File: config.mk
export PLATFORM = sky130hd
export DESIGN_NAME = kwsm_cmp
export DESIGN_NICKNAME = d
export VERILOG_FILES = /design/src/sv/kwsm_pkg.sv /design/src/sv/kwsm_cmp.sv
export SDC_FILE = /design/constraint.sdc
export NUM_CORES = 1
export LEC_CHECK = 0
export ABC_AREA = 1
export BUFFER_PORTS_ARGS = -buffer_cell sky130_fd_sc_hd__buf_2
export CORE_MARGIN = 2
export CORE_UTILIZATION = 40
export DETAILED_ROUTE_END_ITERATION = 7
export PLACE_DENSITY = 0.7
export SYNTH_ARGS = -nofsm -noshare
export SYNTH_HDL_FRONTEND = slang
export SYNTH_SLANG_ARGS = --single-unit
File: constraint.sdc
create_clock -name clk_i -period 3.1 [get_ports clk_i]
set_input_delay 0.31 -clock clk_i [delete_from_list [all_inputs] [get_ports clk_i]]
set_output_delay 0.31 -clock clk_i [all_outputs]
set_load 0.01 [all_outputs]
File: src/sv/kwsm_pkg.sv
package kwsm_pkg;

  localparam int unsigned ShardsDef    = 8;
  localparam int unsigned ShardDepthDef = 1024;

  localparam int unsigned SelW    = 3;
  localparam int unsigned ValueW  = 32;
  localparam int unsigned TdataW  = 40;
  localparam int unsigned StatusW = 2;

  typedef enum logic [StatusW-1:0] {
    ST_LOADED  = 2'd0,
    ST_DROPPED = 2'd1,
    ST_VALUE   = 2'd2,
    ST_EMPTY   = 2'd3
  } status_e;

  typedef enum logic {
    ACT_LOAD = 1'b0,
    ACT_TAKE = 1'b1
  } action_e;

endpackage

File: src/sv/kwsm_cmp.sv
module kwsm_cmp import kwsm_pkg::*; #(
  parameter int unsigned SW = 3
) (
  input  logic              clk_i,
  input  logic              rst_ni,
  input  logic              clear_i,
  input  logic              cand_valid_i,
  input  logic [ValueW-1:0] cand_value_i,
  input  logic [SW-1:0]     cand_shard_i,
  output logic              found_o,
  output logic [ValueW-1:0] best_value_o,
  output logic [SW-1:0]     best_shard_o
);

  logic              found_q, found_d;
  logic [ValueW-1:0] best_value_q, best_value_d;
  logic [SW-1:0]     best_shard_q, best_shard_d;
  logic              take_cand;

  // strict less keeps the lower shard on a tie since shards arrive in order
  assign take_cand = cand_valid_i &&
                     (!found_q || ($signed(cand_value_i) < $signed(best_value_q)));

  always_comb begin
    found_d      = found_q;
    best_value_d = best_value_q;
    best_shard_d = best_shard_q;
    if (clear_i) begin
      found_d = 1'b0;
    end else if (take_cand) begin
      found_d      = 1'b1;
      best_value_d = cand_value_i;
      best_shard_d = cand_shard_i;
    end
  end

  always_ff @(posedge clk_i or negedge rst_ni) begin
    if (!rst_ni) begin
      found_q <= 1'b0;
    end else begin
      found_q <= found_d;
    end
  end

  always_ff @(posedge clk_i) begin
    best_value_q <= best_value_d;
    best_shard_q <= best_shard_d;
  end

  assign found_o      = found_q;
  assign best_value_o = best_value_q;
  assign best_shard_o = best_shard_q;

endmodule

==> flow_summary.yaml <==
outcome:
  status: "finished clean"
sta:
  tightest_slew_ns: 0.364
  maxSlewViolCount: 0
  rsz0062_at_grt: "no"
  whs_ns: 0.176
  slew_headroom_pct: 75.7
  fin_crit_sh_pct: 77.9
  finalSetupViolCount: 0
  max_freq_mhz: 414
  setup_ws_ns: 0.686
  fin_skew_ns: 0.00872
  fin_setup_tns_ns: 0
  hold_viol: 0
  post-route-min-period_ns: 2.41
die:
  ios: 75
  initial_core_util_pct: 41.1
  die_w_um: 73.5
  die_area_um2: 5390
  die_y_um: 73.5
  coreArea_um2: 4690
  rows: 25
grt:
  grt_usage_pct: 14.5
  grt_overflow: 0
  grt_pass1_vias: 1361
  antenna_found_initial: 0
  grt_pass1_wl_mm: 5.92
  grt_max_degree: 26
finish:
  fillers: 447
  area_growth_pct: 30.2
  drive_gt1_share_pct: 33.7
  final_common_cell: "buf_2"
  final_cell_mix: "buf_2, inv_1, edfxtp_1, ha_1, nand2_1"
  seqCellArea_um2: 1080
  antenna_cells: 0
  fin_nets: 327
  fin_area_um2: 2510
  multi_input_area_um2: 707
synth:
  syn_area_um2: 1930
  ys_ff_latch: 36
  synth_cell_types: 17
  synthCells: 174
  synth-async-reset-ratio_pct: 2.78
  yosysWarnings: 0
  seq_area_frac_synth_pct: 55.8
  synth_area_per_cell_um2: 11.1
  syn_nets: 244
  synth-edff-count: 35
  synthFlopType: "edfxtp_1"
setup_path:
  crit_fanout: 25
  required_ns: 3.08
  worst_setup_path_start_kind: "flip-flop"
  critPathArrivalTime_ns: 2.40
  worstSetupEndpointType: "flip-flop"
  critical_path_class: "flip-flop to flip-flop"
placement:
  dp.final_hpwl_mm: 2.96
  gp_congestion: 0.736
  post-place-ws_ns: 0.653
  portBuffers: 74
  place_area_um2: 2390
power_and_ir_drop:
  internal-power_w: 0.000873
  p_clk_share_pct: 35.3
  pwr_density_cell_nw_per_um2: 453
  p_comb_share_pct: 14.5
  pwr-share-seq_pct: 50.2
  swShare_pct: 23.3
  ir_worst_vdd_v: 0.000195
  p_total_w: 0.00114
  p_switching_w: 0.000265
  p_leak_nw: 1.29
routing:
  dr.first_iter.drc_count: 54
  drc: 0
  detail_route.vias_per_cell: 4.58
  firstDrtPassIters: 4
  ant_nets: 0
  wire_per_inst_um: 11.8
  vias: 1430
  totalWireLength_mm: 3.69
clock_tree:
  numCtsBuffers: 5
  cts.clk_slew.worst_paths_ns: 0.07
  htreeDepth: 2
  clk_latency_ns: 0.28
  cts-root-buf: "clkbuf_8"
  postCtsResizedCells: 0
  cts_max_path_buffers: 2
  cts_tree: "yes"
  post-cts-setup-buffer-count: 0
  cts_sinks: 36
job:
  drv_cap: 0
worst_hold_path:
  worstHoldPathType: "primary input to flip-flop"
-- final cells by class --
cell class	count	share of cell area [%]
Inverter	41	6.13
Tap cell	54	2.69
Clock buffer	6	2.89
Clock inverter	2	1.39
Sequential cell	36	42.8
Timing Repair Buffer	76	15.9
Multi-Input combinational cell	97	28.1
-- cell families (layout without fill, tap and decap cells) --
group / Yosys count / after routing / synth area share (%)
adders and majority gates: 31 / 31 / 20.1
AOI/OAI and AO/OA: 23 / 23 / 6.23
and+or+nand+nor: 43 / 43 / 9.92
DFF: 36 / 36 / 55.8
buffers and inverters: 41 / 125 / 7.98
-- power by group through the flow --
stage	combinational [W]	sequential (W)	clock [W]
after floorplan	0.0000791	0.000594	0
after global placement	0.000164	0.000582	0
after detailed placement	0.000167	0.000583	0
after CTS	0.000169	0.000572	0.000417
after global routing	0.000191	0.000574	0.000433
final	0.000165	0.000572	0.000401
-- per-stage QoR --
stage,std cells,util [%]
after global routing,312,53.5
after detailed placement,303,51.0
final,312,53.5
after CTS,312,53.5
after global placement,303,51.0
after floorplan,174,-
-- worst paths after layout --
path	startpoint	to	slack [ns]	cells past startpoint
max	best_value_o[31]	best_value_o[3]	0.69	11
min in group asynchronous	rst_ni	found_o	0.32	2
min	clear_i	found_o	0.18	2
max reg2reg	best_value_o[31]	best_value_o[3]	0.69	11
max in group asynchronous	rst_ni	found_o	2.69	2
min reg2reg	found_o	found_o	0.54	2
-- synth_stat cells, types with 2 or more instances --
master / count / area (um^2)
nand3_1: 2 / 10.0
a21oi_1: 17 / 85.1
nor3_1: 2 / 10.0
nor2_1: 7 / 26.3
ha_1: 31 / 388
o21ai_0: 4 / 20.0
edfxtp_1: 35 / 1050
inv_1: 41 / 154
nand2_1: 27 / 101
-- per-layer routing --
layer / vias to the layer above / GRT usage (%) / routed length (um)
li1: 752 / - / -
met4: 0 / 7.27 / 69
met1: 625 / 18.3 / 1690
met2: 48 / 23.0 / 1690
met5: - / 0 / 0
met3: 5 / 3.84 / 242
-- critical path: stages, from the launching register on --
cell	delay [ns]
edfxtp_1	0.35
inv_1	0.05
ha_1	0.33
nand2_1	0.10
nor2_2	0.15
nand4_2	0.11
nor4_2	0.17
nand2_1	0.10
a21oi_1	0.12
nor2_1	0.08
nor2_4	0.30
buf_12	0.24
-- sequential cells by signal (all words and copies together) (netlist names) --
signal and count:
found_o 1, best_value_o 32, best_shard_o 3
-- repair_timing --
action | 4_1_cts | 5_1_grt
hold endpoints to repair | 1 | 0
hold buffers | 1 | 0
endpoints found under the setup margin | 0 | 0
Note: power is estimated with default switching activity, not from simulation.
